==> config.mk <==
export PLATFORM = sky130hd
export DESIGN_NAME = halton_radical_inverse_flat
export DESIGN_NICKNAME = d
export VERILOG_FILES = /design/src/hw/rtl/hri_pkg.sv /design/src/hw/rtl/hri_intf.sv /design/src/hw/rtl/hri_div_step.sv /design/src/hw/rtl/halton_radical_inverse.sv /design/src/flat_wrapper.sv
export SDC_FILE = /design/constraint.sdc
export NUM_CORES = 1
export LEC_CHECK = 0
export ABC_AREA = 1
export BUFFER_PORTS_ARGS = -buffer_cell sky130_fd_sc_hd__buf_2
export CORE_MARGIN = 2
export CORE_UTILIZATION = 25
export DETAILED_ROUTE_END_ITERATION = 10
export PLACE_DENSITY = 0.41
export SLEW_MARGIN = 20
export SYNTH_ARGS = -nofsm -noshare
export SYNTH_HDL_FRONTEND = slang
export SYNTH_SLANG_ARGS = --single-unit
==> constraint.sdc <==
create_clock -name clk_i -period 8.48 [get_ports clk_i]
set_clock_uncertainty 0.05 [all_clocks]
set_input_delay 1.696 -clock clk_i [delete_from_list [all_inputs] [get_ports clk_i]]
set_output_delay 1.696 -clock clk_i [all_outputs]
set_load 0.05 [all_outputs]
==> src/hw/rtl/hri_pkg.sv <==
// Package for the Halton radical inverse generator.
// Holds field widths and internal datapath widths shared by all files.
// No dependencies.
package hri_pkg;

  localparam int unsigned IDX_W  = 31;
  localparam int unsigned LEN_W  = 7;
  localparam int unsigned BASE_W = 6;
  localparam int unsigned FRAC_W = 32;

  // Denominator b^m stays below 2^37 for any index below 2^31 and base below 64.
  localparam int unsigned DEN_W  = 37;

  // Digit store: at most 31 digits, addressed with 5 bits.
  localparam int unsigned DIG_AW = 5;
  localparam int unsigned DIG_N  = 32;

  localparam logic [BASE_W-1:0] MIN_BASE   = BASE_W'(2);
  localparam logic [BASE_W-1:0] RESET_BASE = BASE_W'(2);

  typedef logic [IDX_W-1:0]  idx_t;
  typedef logic [LEN_W-1:0]  len_t;
  typedef logic [BASE_W-1:0] base_t;
  typedef logic [FRAC_W-1:0] frac_t;
  typedef logic [DEN_W-1:0]  den_t;

endpackage

==> src/hw/rtl/hri_intf.sv <==
// Valid/ready channel interfaces of the Halton radical inverse generator.
// Input run requests, output values and the base register write channel.
// Depends on hri_pkg.
interface hri_in_if;
  import hri_pkg::*;

  logic valid;
  logic ready;
  idx_t start_index;
  len_t run_length;

  modport source (output valid, output start_index, output run_length, input ready);
  modport sink   (input valid, input start_index, input run_length, output ready);
endinterface

interface hri_out_if;
  import hri_pkg::*;

  logic  valid;
  logic  ready;
  idx_t  seq_index;
  frac_t fraction;
  logic  last_of_run;

  modport source (output valid, output seq_index, output fraction, output last_of_run,
                  input ready);
  modport sink   (input valid, input seq_index, input fraction, input last_of_run,
                  output ready);
endinterface

interface hri_cfg_if;
  import hri_pkg::*;

  logic  valid;
  logic  ready;
  base_t radix_base;

  modport source (output valid, output radix_base, input ready);
  modport sink   (input valid, input radix_base, output ready);
endinterface

==> src/hw/rtl/hri_div_step.sv <==
// One restoring division step: shift in a bit, compare and subtract.
// Shared by the digit extraction and the fraction long division.
// Depends on hri_pkg.
module hri_div_step (
  input  logic [hri_pkg::DEN_W-1:0] rem_i,
  input  logic                      bit_i,
  input  logic [hri_pkg::DEN_W-1:0] div_i,
  output logic [hri_pkg::DEN_W-1:0] rem_o,
  output logic                      quo_bit_o
);
  import hri_pkg::*;

  logic [DEN_W:0] shifted;
  logic [DEN_W:0] divisor;
  logic [DEN_W:0] diff;

  assign shifted   = {rem_i, bit_i};
  assign divisor   = {1'b0, div_i};
  assign diff      = shifted - divisor;
  assign quo_bit_o = (shifted >= divisor);
  assign rem_o     = quo_bit_o ? diff[DEN_W-1:0] : shifted[DEN_W-1:0];

endmodule

==> src/hw/rtl/halton_radical_inverse.sv <==
// Top level of the Halton radical inverse generator.
// Depends on hri_pkg, the channel interfaces in hri_intf and hri_div_step.
//
// Usage: a run request on in_i (start_index, run_length) yields run_length
// values on out_o, one per index, each carrying seq_index, the radical inverse
// as a truncated unsigned fraction, and last_of_run on the final one. A
// run_length above MAX_RUN is cut to MAX_RUN; zero produces nothing. The base
// is written over cfg_i between runs; values 0 and 1 act as base 2.
// in_i is ready only while no run is in progress. The start index is first
// split into its m base-b digits through one shared compare-subtract stage.
// Each value then goes through digit reversal on a 37x6 multiplier, long
// division of FRAC_BITS quotient bits on the same compare-subtract stage, a
// hand-off of the result, and an increment that steps through each digit the
// carry passes through. A finished value sits in an output register; a stalled
// receiver holds the run at its hand-off step until the register frees up. Reset
// empties the output register, ends any run and sets the base to 2.
module halton_radical_inverse #(
  parameter int unsigned MAX_RUN   = 64,
  parameter int unsigned FRAC_BITS = 32
) (
  input  logic          clk_i,
  input  logic          rst_ni,
  hri_cfg_if.sink       cfg_i,
  hri_in_if.sink        in_i,
  hri_out_if.source     out_o
);
  import hri_pkg::*;

  localparam int unsigned CW = ($clog2(FRAC_BITS) > 5) ? $clog2(FRAC_BITS) : 5;

  typedef enum logic [2:0] {
    ST_IDLE,
    ST_CONV,
    ST_DIV,
    ST_HORN,
    ST_FRAC,
    ST_EMIT,
    ST_INC
  } state_e;

  state_e                  state_q, state_d;
  base_t                   cfg_base_q, cfg_base_d;
  base_t                   base_q, base_d;
  idx_t                    idx_q, idx_d;
  len_t                    remain_q, remain_d;
  idx_t                    work_q, work_d;
  den_t                    acc_q, acc_d;
  den_t                    den_q, den_d;
  logic [FRAC_BITS-1:0]    quo_q, quo_d;
  logic [DIG_AW-1:0]       m_q, m_d;
  logic [DIG_AW-1:0]       k_q, k_d;
  logic [CW-1:0]           cnt_q, cnt_d;
  logic                    out_valid_q, out_valid_d;
  idx_t                    out_idx_q, out_idx_d;
  frac_t                   out_frac_q, out_frac_d;
  logic                    out_last_q, out_last_d;

  base_t                   digits_q [DIG_N];
  logic                    dig_we;
  logic [DIG_AW-1:0]       dig_waddr;
  base_t                   dig_wdata;
  base_t                   dig_rd;

  logic                    step_bit;
  den_t                    step_div;
  den_t                    step_rem;
  logic                    step_quo;
  den_t                    mul_a;
  logic [DEN_W+BASE_W-1:0] mul_prod;
  den_t                    mul_lo;
  frac_t                   frac_out;
  len_t                    len_eff;

  hri_div_step u_div_step (
    .rem_i     (acc_q),
    .bit_i     (step_bit),
    .div_i     (step_div),
    .rem_o     (step_rem),
    .quo_bit_o (step_quo)
  );

  assign step_bit = (state_q == ST_DIV) ? work_q[IDX_W-1] : 1'b0;
  assign step_div = (state_q == ST_DIV) ? DEN_W'(base_q) : den_q;

  assign mul_a    = (state_q == ST_HORN) ? acc_q : den_q;
  assign mul_prod = mul_a * base_q;
  assign mul_lo   = mul_prod[DEN_W-1:0];

  assign dig_rd   = digits_q[k_q];

  generate
    if (FRAC_BITS >= FRAC_W) begin : g_frac_trunc
      assign frac_out = quo_q[FRAC_W-1:0];
    end else begin : g_frac_ext
      assign frac_out = {{(FRAC_W-FRAC_BITS){1'b0}}, quo_q};
    end
  endgenerate

  assign len_eff = (in_i.run_length > LEN_W'(MAX_RUN)) ? LEN_W'(MAX_RUN) : in_i.run_length;

  assign cfg_i.ready       = 1'b1;
  assign in_i.ready        = (state_q == ST_IDLE);
  assign out_o.valid       = out_valid_q;
  assign out_o.seq_index   = out_idx_q;
  assign out_o.fraction    = out_frac_q;
  assign out_o.last_of_run = out_last_q;

  always_comb begin
    state_d     = state_q;
    cfg_base_d  = cfg_base_q;
    base_d      = base_q;
    idx_d       = idx_q;
    remain_d    = remain_q;
    work_d      = work_q;
    acc_d       = acc_q;
    den_d       = den_q;
    quo_d       = quo_q;
    m_d         = m_q;
    k_d         = k_q;
    cnt_d       = cnt_q;
    out_valid_d = out_valid_q;
    out_idx_d   = out_idx_q;
    out_frac_d  = out_frac_q;
    out_last_d  = out_last_q;
    dig_we      = 1'b0;
    dig_waddr   = k_q;
    dig_wdata   = '0;

    if (cfg_i.valid) begin
      cfg_base_d = cfg_i.radix_base;
    end
    if (out_o.ready) begin
      out_valid_d = 1'b0;
    end

    case (state_q)
      ST_IDLE: begin
        if (in_i.valid) begin
          base_d   = (cfg_base_q < MIN_BASE) ? MIN_BASE : cfg_base_q;
          idx_d    = in_i.start_index;
          work_d   = in_i.start_index;
          remain_d = len_eff;
          m_d      = '0;
          den_d    = DEN_W'(1);
          if (len_eff != '0) begin
            state_d = ST_CONV;
          end
        end
      end
      ST_CONV: begin
        acc_d = '0;
        cnt_d = '0;
        k_d   = '0;
        if (work_q == '0) begin
          state_d = ST_HORN;
        end else begin
          state_d = ST_DIV;
        end
      end
      ST_DIV: begin
        acc_d  = step_rem;
        work_d = {work_q[IDX_W-2:0], step_quo};
        cnt_d  = cnt_q + CW'(1);
        if (cnt_q == CW'(IDX_W-1)) begin
          dig_we    = 1'b1;
          dig_waddr = m_q;
          dig_wdata = step_rem[BASE_W-1:0];
          m_d       = m_q + DIG_AW'(1);
          den_d     = mul_lo;
          state_d   = ST_CONV;
        end
      end
      ST_HORN: begin
        if (k_q == m_q) begin
          cnt_d   = '0;
          quo_d   = '0;
          state_d = ST_FRAC;
        end else begin
          acc_d = mul_lo + DEN_W'(dig_rd);
          k_d   = k_q + DIG_AW'(1);
        end
      end
      ST_FRAC: begin
        acc_d = step_rem;
        quo_d = {quo_q[FRAC_BITS-2:0], step_quo};
        cnt_d = cnt_q + CW'(1);
        if (cnt_q == CW'(FRAC_BITS-1)) begin
          state_d = ST_EMIT;
        end
      end
      ST_EMIT: begin
        if (!out_valid_q || out_o.ready) begin
          out_valid_d = 1'b1;
          out_idx_d   = idx_q;
          out_frac_d  = frac_out;
          out_last_d  = (remain_q == LEN_W'(1));
          remain_d    = remain_q - LEN_W'(1);
          idx_d       = idx_q + IDX_W'(1);
          acc_d       = '0;
          k_d         = '0;
          if (remain_q == LEN_W'(1)) begin
            state_d = ST_IDLE;
          end else if (idx_q == '1) begin
            m_d     = '0;
            den_d   = DEN_W'(1);
            state_d = ST_HORN;
          end else begin
            state_d = ST_INC;
          end
        end
      end
      ST_INC: begin
        dig_we    = 1'b1;
        dig_waddr = k_q;
        if (k_q == m_q) begin
          dig_wdata = base_t'(1);
          m_d       = m_q + DIG_AW'(1);
          den_d     = mul_lo;
          k_d       = '0;
          state_d   = ST_HORN;
        end else if (dig_rd == (base_q - base_t'(1))) begin
          dig_wdata = '0;
          k_d       = k_q + DIG_AW'(1);
        end else begin
          dig_wdata = dig_rd + base_t'(1);
          k_d       = '0;
          state_d   = ST_HORN;
        end
      end
      default: begin
        state_d = ST_IDLE;
      end
    endcase
  end

  always_ff @(posedge clk_i or negedge rst_ni) begin
    if (!rst_ni) begin
      state_q     <= ST_IDLE;
      cfg_base_q  <= RESET_BASE;
      base_q      <= RESET_BASE;
      idx_q       <= '0;
      remain_q    <= '0;
      work_q      <= '0;
      acc_q       <= '0;
      den_q       <= DEN_W'(1);
      quo_q       <= '0;
      m_q         <= '0;
      k_q         <= '0;
      cnt_q       <= '0;
      out_valid_q <= 1'b0;
      out_idx_q   <= '0;
      out_frac_q  <= '0;
      out_last_q  <= 1'b0;
    end else begin
      state_q     <= state_d;
      cfg_base_q  <= cfg_base_d;
      base_q      <= base_d;
      idx_q       <= idx_d;
      remain_q    <= remain_d;
      work_q      <= work_d;
      acc_q       <= acc_d;
      den_q       <= den_d;
      quo_q       <= quo_d;
      m_q         <= m_d;
      k_q         <= k_d;
      cnt_q       <= cnt_d;
      out_valid_q <= out_valid_d;
      out_idx_q   <= out_idx_d;
      out_frac_q  <= out_frac_d;
      out_last_q  <= out_last_d;
    end
  end

  always_ff @(posedge clk_i) begin
    if (dig_we) begin
      digits_q[dig_waddr] <= dig_wdata;
    end
  end

endmodule

==> src/flat_wrapper.sv <==
// flat-port wrapper written by rule: the top's interface ports become plain ports
module halton_radical_inverse_flat import hri_pkg::*;
#(
  parameter int unsigned MAX_RUN   = 64,
  parameter int unsigned FRAC_BITS = 32
)
  (clk_i, rst_ni, cfg_i_valid, cfg_i_radix_base, cfg_i_ready, in_i_valid, in_i_start_index, in_i_run_length, in_i_ready, out_o_valid, out_o_seq_index, out_o_fraction, out_o_last_of_run, out_o_ready);
  hri_cfg_if cfg_i_i ();
  hri_in_if in_i_i ();
  hri_out_if out_o_i ();
  input  logic clk_i;
  input  logic rst_ni;
  input wire logic [$bits(cfg_i_i.valid)-1:0] cfg_i_valid;
  input wire logic [$bits(cfg_i_i.radix_base)-1:0] cfg_i_radix_base;
  output wire logic [$bits(cfg_i_i.ready)-1:0] cfg_i_ready;
  input wire logic [$bits(in_i_i.valid)-1:0] in_i_valid;
  input wire logic [$bits(in_i_i.start_index)-1:0] in_i_start_index;
  input wire logic [$bits(in_i_i.run_length)-1:0] in_i_run_length;
  output wire logic [$bits(in_i_i.ready)-1:0] in_i_ready;
  output wire logic [$bits(out_o_i.valid)-1:0] out_o_valid;
  output wire logic [$bits(out_o_i.seq_index)-1:0] out_o_seq_index;
  output wire logic [$bits(out_o_i.fraction)-1:0] out_o_fraction;
  output wire logic [$bits(out_o_i.last_of_run)-1:0] out_o_last_of_run;
  input wire logic [$bits(out_o_i.ready)-1:0] out_o_ready;
  assign cfg_i_i.valid = cfg_i_valid;
  assign cfg_i_i.radix_base = cfg_i_radix_base;
  assign cfg_i_ready = cfg_i_i.ready;
  assign in_i_i.valid = in_i_valid;
  assign in_i_i.start_index = in_i_start_index;
  assign in_i_i.run_length = in_i_run_length;
  assign in_i_ready = in_i_i.ready;
  assign out_o_valid = out_o_i.valid;
  assign out_o_seq_index = out_o_i.seq_index;
  assign out_o_fraction = out_o_i.fraction;
  assign out_o_last_of_run = out_o_i.last_of_run;
  assign out_o_i.ready = out_o_ready;
  halton_radical_inverse #(.MAX_RUN(MAX_RUN), .FRAC_BITS(FRAC_BITS)) u_core (.clk_i(clk_i), .rst_ni(rst_ni), .cfg_i(cfg_i_i), .in_i(in_i_i), .out_o(out_o_i));
endmodule
==> flow_summary.yaml, run 1 <==
run_status:
  status: "complete, no violations"
placed_design:
  place_ws_ns: 1.56
  numPortBuffers: 114
  dp.cells: 5715
  gp_congestion: 0.902
  hpwlAfterDp_um: 81500
floorplanning:
  core.rowCount: 130
  coreArea_sq_mm: 0.126
  design.die.area_sq_mm: 0.130
  die_x_um: 361
  start_util_pct: 25.3
  chipHeight_um: 361
  pin_count: 116
drt:
  ant_nets: 0
  route.met3.wl_um: 5320
  met1_length_um: 53400
  drt_iter0_markers: 1890
  wl_per_cell_um: 19.0
  drc: 0
  dr.pass1.iters: 5
  dr_wl_met2_um: 48900
  totalWireLength_um: 111000
  dr_total_vias: 27400
  avgViaCountPerCell: 4.72
  top_layer_used: "met5"
sta:
  setup_viol: 0
  fmax_mhz: 142
  grt_setup_unrepaired: "false"
  relSlewSlack_pct: 31.2
  min_period_ns: 7.04
  slew_viol_final: 0
  worstMarginPinSlew_ns: 1.03
  fin_tns_setup_ns: 0
  fin_crit_sh_pct: 83.0
  setup_slack_ns: 1.44
  hold_viol: 0
final_layout:
  drive_gt1_share_pct: 9.23
  instances_no_fill: 5814
  areaGrowthSynthToFinish_pct: 13.4
  fillCellCount: 13700
  layout.nets: 4391
clocking:
  clkLatencyLatePin_ns: 0.64
  clock_path_buffers: 3
  cts_root_buf: "clkbuf_16"
  cts.htree.levels: 2
  post_cts_resized: 0
  cts_sinks: 462
  clk_pin_slew_ns: 0.06
  numCtsBuffers: 51
  cts_tree: "built"
  ctsHoldBuffers: 0
  postCtsSetupRepairBufs: 0
synthesis:
  synth_edf_count: 192
  yosysSeqAreaShare_pct: 39.3
  postSynthAreaPerCell_sq_um: 7.88
  synth_area_sq_mm: 0.0319
  synth_cells: 4043
  syn_nets: 4315
  async_reset_ff_share_pct: 58.4
  yosysWarnings: 0
  synth_ff_type: "dfrtp_1"
  synth_seq_cells: 462
  synth_cell_types: 70
critical_path:
  cp-start-kind: "register"
  end_kind: "register"
  crit_arrival_ns: 7.52
  path_class: "reg -> reg"
  cp_max_fo: 20
  critPathRequiredTime_ns: 8.95
global_route:
  grt_max_degree: 108
  antenna_found_initial: 5
  track_usage_pct: 16.8
  grt_pass1_wl_um: 170000
  grt-ovfl-total: 0
  grt_pass1_vias: 27300
pwr:
  power_mw: 13.1
  power_density_mw_per_mm2: 364
  ir_worst_vdd_uv: 181
  power_leakage_nw: 16.4
hold_path:
  hold_class: "reg -> reg"
job:
  cap_violations: 0
[synthesized netlist by cell type (26+ instances only)]
library cell,count,share of area [%]
nand2_2,31,0.61
fa_1,131,8.2
o21ai_0,409,6.4
inv_1,558,6.6
o22ai_1,56,1.1
nand4_1,44,0.86
buf_2,30,0.47
nor3_1,26,0.41
o21ai_1,34,0.53
o221ai_1,40,1.1
dfrtp_1,267,21
ha_1,92,3.6
a21oi_1,153,2.4
nor2_1,503,5.9
xor2_1,41,1.1
nand3_1,202,3.2
nand2_1,840,9.9
edfxtp_1,192,18
clkbuf_1,101,1.2
[layout make-up]
type	count	area (sq um)	area share, %
antenna	3	7.51	0.0208
clock buffer	73	1480	4.10
clock inverter	22	235	0.651
inverter	576	2160	5.99
multi-input combinational	2852	16600	45.8
sequential	462	12500	34.7
tap	1650	2060	5.72
timing repair buffer	176	1080	2.99
[cell usage in the layout (no fill, tap or decap), types with 10 or more instances in the layout]
master / count
o21ai_0: 403
nand3b_1: 10
nand2_2: 32
o21a_1: 11
a21o_1: 11
nor2_4: 13
xnor2_1: 25
o21bai_1: 11
fa_1: 131
buf_2: 113
nor4_1: 12
nand3_1: 201
o22ai_1: 56
a21oi_1: 153
o211ai_1: 16
inv_2: 11
o21ai_1: 36
ha_1: 92
clkbuf_1: 12
a31oi_1: 23
or2_2: 15
nor2_1: 498
nand4_1: 44
clkbuf_16: 53
dfrtp_1: 266
o221ai_1: 40
edfxtp_1: 192
clkinv_1: 10
a22oi_1: 10
clkinv_2: 11
nor2_2: 19
xor2_1: 41
inv_1: 558
mux2i_1: 18
buf_4: 60
nor3_1: 26
nand2_1: 838
[metrics by stage]
| stage | hold slack (ns) | util (%) | cell area [sq um] |
|---|---|---|---|
| after floorplan | 0.403 | - | 31900 |
| after global placement | 0.415 | 27.3 | 34400 |
| after detailed placement | 0.419 | 27.3 | 34400 |
| after CTS | 0.434 | 28.6 | 36100 |
| after global routing | 0.458 | 28.6 | 36100 |
| final | 0.429 | 28.6 | 36100 |
[critical path: stages (launching register included)]
cell and delay, ns:
dfrtp_1 0.44, inv_1 0.15, nand3_2 0.24, buf_4 0.32, buf_4 0.36, mux2i_1 0.83, nor2_1 0.15, fa_1 0.55
fa_1 0.56, inv_1 0.06, fa_1 0.53, inv_1 0.04, ha_1 0.36, nand2_1 0.13, inv_1 0.06, nand2_1 0.16
inv_1 0.06, a21oi_1 0.23, inv_1 0.08, a21oi_1 0.29, nand3_1 0.11, nand2_1 0.23, nand2_1 0.11, nor3_1 0.31
nand2_1 0.08, nand2_1 0.08, nand3_1 0.14, a21boi_1 0.17
[report_power, final]
group | switching [mW] | internal, mW | total [mW]
clock network | 1.00 | 1.31 | 2.32
logic | 5.49 | 2.28 | 7.76
registers | 0.331 | 2.72 | 3.05
total | 6.82 | 6.31 | 13.1
[per-layer routing]
| metal | global-route usage (%) | up-vias |
|---|---|---|
| met5 | 0 | - |
| met4 | 4.42 | 4 |
| met3 | 2.44 | 119 |
| met2 | 26.4 | 574 |
| met1 | 24.0 | 13300 |
| li1 | - | 13400 |
[registers in the layout (all words and copies together) (netlist names), 6 cells and up]
signal	count
u_core.digits_q	192
u_core.acc_q	37
u_core.den_q	37
u_core.frac_out	32
u_core.out_o.fraction	32
u_core.idx_q	31
u_core.out_o.seq_index	31
u_core.work_q	31
u_core.remain_q	7
u_core.base_q	6
u_core.cfg_base_q	6
[cells by family (layout without fill, tap and decap cells)]
kind of cell             Yosys count  count (layout)  synth area share, %
AND/OR/NAND/NOR                 1730            1730                 22.9
buffers and inverters            729             847                 8.91
flip-flops                       462             462                 39.3
XOR/XNOR                          67              67                 1.87
other                              1               4               0.0118
multiplexers                      24              24                0.778
adder cells (fa/ha/maj)          223             223                 11.8
AO/OA/AOI/OAI                    807             807                 14.3
[path summary, 6_finish.rpt]
path / start / endpoint / slack (ns) / depth (start not counted)
worst max-delay path: u_core.state_q[2]$_DFFE_PN0P_ / u_core.acc_q[32]$_DFFE_PN0P_ / 1.44 / 27
worst min-delay path: u_core.out_o.fraction[9]$_DFFE_PN0P_ / u_core.out_o.fraction[9]$_DFFE_PN0P_ / 0.43 / 2
worst max register to register: u_core.state_q[2]$_DFFE_PN0P_ / u_core.acc_q[32]$_DFFE_PN0P_ / 1.44 / 27
worst min register to register: u_core.out_o.fraction[9]$_DFFE_PN0P_ / u_core.out_o.fraction[9]$_DFFE_PN0P_ / 0.43 / 2
max in group asynchronous: rst_ni / u_core.acc_q[10]$_DFFE_PN0P_ / 5.84 / 2
min in group asynchronous: rst_ni / u_core.idx_q[16]$_DFFE_PN0P_ / 1.05 / 1
No activity file was read; power rests on OpenSTA's default activity.
==> inputs of run 2 (changes only) <==
Settings changed: ABC_AREA 1 to 0.
Clock period 8.48 ns to 7.2 ns, I/O delays scaled along.
==> run 2 against run 1 <==
Effect of this change: via count shrank 18%; flip-flop and latch count is the same; clock power grew 27%; non-clock buffer count grew 43; first-iteration DRC count shrank 16%; area after synthesis shrank 5.2%; synthesized cell count shrank 27%; hold slack lost 0.0052 ns; largest cell class unchanged.
==> flow_summary.yaml, run 2 <==
synthesis:
  synth_cells: 2971
  synth_ff_type: "dfrtp_1"
  postSynthAreaPerCell_sq_um: 10.2
  synth_edf_count: 192
  yosysWarnings: 0
  yosysMostFrequentCell: "nand2_1"
  synthTopCellsByArea: "dfrtp_1 22%, edfxtp_1 19%, fa_1 8.7%"
  syn_nets: 3243
  synth_common_cells: "342 x nand2_1, 267 x dfrtp_1, 252 x nor2_1"
  synth_top_area_cell: "dfrtp_1"
  synth_seq_cells: 462
  yosysSeqAreaShare_pct: 41.5
  synth_cell_types: 94
  synth_area_sq_mm: 0.0302
  synth_top_area_share_pct: 22.1
  async_reset_ff_share_pct: 58.4
drt:
  dr_total_vias: 22400
  ant_nets: 0
  drt_iter0_markers: 1597
  wl_per_cell_um: 19.1
  totalWireLength_um: 90300
  drc: 0
  avgViaCountPerCell: 4.74
  dr.pass1.iters: 5
clocking:
  numCtsBuffers: 51
  cts_tree: "built"
  cts_sinks: 462
  cts.htree.levels: 2
  clk_pin_slew_ns: 0.06
  clkLatencyLatePin_ns: 0.65
  clock_path_buffers: 3
  cts_root_buf: "clkbuf_16"
sta:
  fin_crit_sh_pct: 93.7
  worstMarginPinSlew_ns: 1.04
  setup_viol: 0
  relSlewSlack_pct: 29.9
  min_period_ns: 6.75
  grt_setup_unrepaired: "false"
  slew_viol_final: 0
  hold_viol: 0
  fmax_mhz: 148
  fin_tns_setup_ns: 0
  setup_slack_ns: 0.452
final_layout:
  layout_commonest_cell: "nand2_1"
  regArea_sq_mm: 0.0125
  areaGrowthSynthToFinish_pct: 15.8
  multi_input_area_sq_mm: 0.0164
  top_register: "u_core.digits_q"
  final_cell_mix: "339 x nand2_1, 265 x dfrtp_1, 252 x nor2_1"
  layout.nets: 3357
  largestRegisters: "u_core.digits_q (192), u_core.acc_q (37), u_core.den_q (37)"
  drive_gt1_share_pct: 15.6
  largest_reg_flops: 192
  fillCellCount: 12700
  instances_no_fill: 4741
floorplanning:
  core.rowCount: 127
  pin_count: 116
  design.die.area_sq_mm: 0.124
  start_util_pct: 25.2
  chipHeight_um: 352
  coreArea_sq_mm: 0.120
  die_x_um: 352
critical_path:
  ff2ff_path_depth: 22
  setup.worst_path.end: "u_core.acc_q[35]$_DFFE_PN0P_"
  cp-start-kind: "register"
  path_class: "reg -> reg"
  critPathRequiredTime_ns: 7.63
  critPathLaunch: "u_core.state_q[2]$_DFFE_PN0P_"
  cp_slowest_cell: "fa_1"
  r2r_start: "u_core.state_q[2]$_DFFE_PN0P_"
  end_kind: "register"
  r2r_end: "u_core.acc_q[35]$_DFFE_PN0P_"
  reg2reg_setup_slack_ns: 0.45
  crit_arrival_ns: 7.18
  path_cells: "and3b_4 -> buf_12 -> mux2i_1 -> buf_4 -> nor2b_1 -> fa_1 -> fa_1 -> inv_1 -> fa_1 -> inv_1 -> ha_1 -> a21oi_2 -> o211ai_1 -> a2111oi_4 -> nor3_1 -> a2111oi_4 -> nand4b_2 -> nor3_1 -> and3_1 -> nand4_1 -> xnor2_1 -> a221o_1"
  cp_max_fo: 17
  crit_top_cell: "fa_1"
  crit_path_max_incr_delay_ns: 0.55
placed_design:
  place_ws_ns: 0.200
  hpwlAfterDp_um: 65600
  gp_congestion: 0.815
  numPortBuffers: 114
  dp.cells: 4641
job:
  cap_violations: 0
pwr:
  power_density_mw_per_mm2: 393
  power_leakage_nw: 14.3
  power_mw: 13.8
  ir_worst_vdd_uv: 360
global_route:
  grt_pass1_wl_um: 142000
  grt_max_degree: 157
  track_usage_pct: 14.8
  antenna_found_initial: 5
  grt-ovfl-total: 0
  grt_pass1_vias: 23200
hold_path:
  holdPathStages: 2
  hold_class: "reg -> reg"
run_status:
  status: "complete, no violations"
## run 2: how the worst min path moves through the flow
stage	end	start
final	u_core.out_o.last_of_run$_DFFE_PN0P_	u_core.out_o.last_of_run$_DFFE_PN0P_
after detailed placement	u_core.base_q[3]$_DFFE_PN0P_	u_core.base_q[3]$_DFFE_PN0P_
after global placement	u_core.base_q[3]$_DFFE_PN0P_	u_core.base_q[3]$_DFFE_PN0P_
after global routing	u_core.out_o.seq_index[4]$_DFFE_PN0P_	u_core.out_o.seq_index[4]$_DFFE_PN0P_
after floorplan	u_core.base_q[5]$_DFFE_PN0P_	u_core.cfg_base_q[5]$_DFFE_PN0P_
after CTS	u_core.out_o.last_of_run$_DFFE_PN0P_	u_core.out_o.last_of_run$_DFFE_PN0P_
## run 2: area by class of cell
class	instances	area share, %
clock buffers	64	3.93
clock inverters	30	1.39
flip-flops and latches	462	35.8
well taps	1612	5.76
inverters	201	2.16
multi-input cells	2150	46.9
diodes	3	0.0215
repair buffers	219	4.06
## run 2: per-layer routing
metal / wire length, um / vias to the layer above / global-route usage (%)
li1: - / 10700 / -
met1: 42800 / 11300 / 20.5
met2: 42900 / 320 / 24.3
met3: 2870 / 97 / 1.80
met4: 1760 / 0 / 3.61
met5: 0 / - / 0
## run 2: kinds of logic after synthesis
family                   Yosys count  synth area share [%]
AO/OA/AOI/OAI                    652                  14.1
buffers and inverters            359                  4.65
multiplexers                     181                  8.81
flip-flops                       462                  41.5
adder cells (fa/ha/maj)          223                  12.5
other                              1                0.0124
AND/OR/NAND/NOR                  983                  15.3
XOR/XNOR                         110                  3.19
## run 2: power by group
| group | internal [mW] | switching [mW] |
|---|---|---|
| sequential | 3.20 | 0.489 |
| clock | 1.76 | 1.18 |
| combinational | 2.67 | 4.47 |
| total | 7.62 | 6.15 |
## run 2: worst max-delay path: cells and delay by family (launching register included)
family          cells  cell delay (ns)
simple gates        7             1.74
buf+inv             4             0.44
flops               1             0.37
mux                 1             0.19
xor+xnor            1             0.15
compound gates      5             1.69
fa+ha+maj           4             1.95
## run 2: timing repair
item                                    CTS  global route
buffers inserted                          0             3
hold buffers                              0             0
resized for setup                         0             2
endpoints found under the setup margin    0            10
## run 2: per-stage QoR
stage	hold WS, ns	utilization (%)	area, sq um
after global routing	0.460	29.2	35000
after global placement	0.411	27.6	33100
after floorplan	0.407	-	30200
after detailed placement	0.415	27.6	33100
final	0.424	29.2	35000
after CTS	0.429	29.2	34900
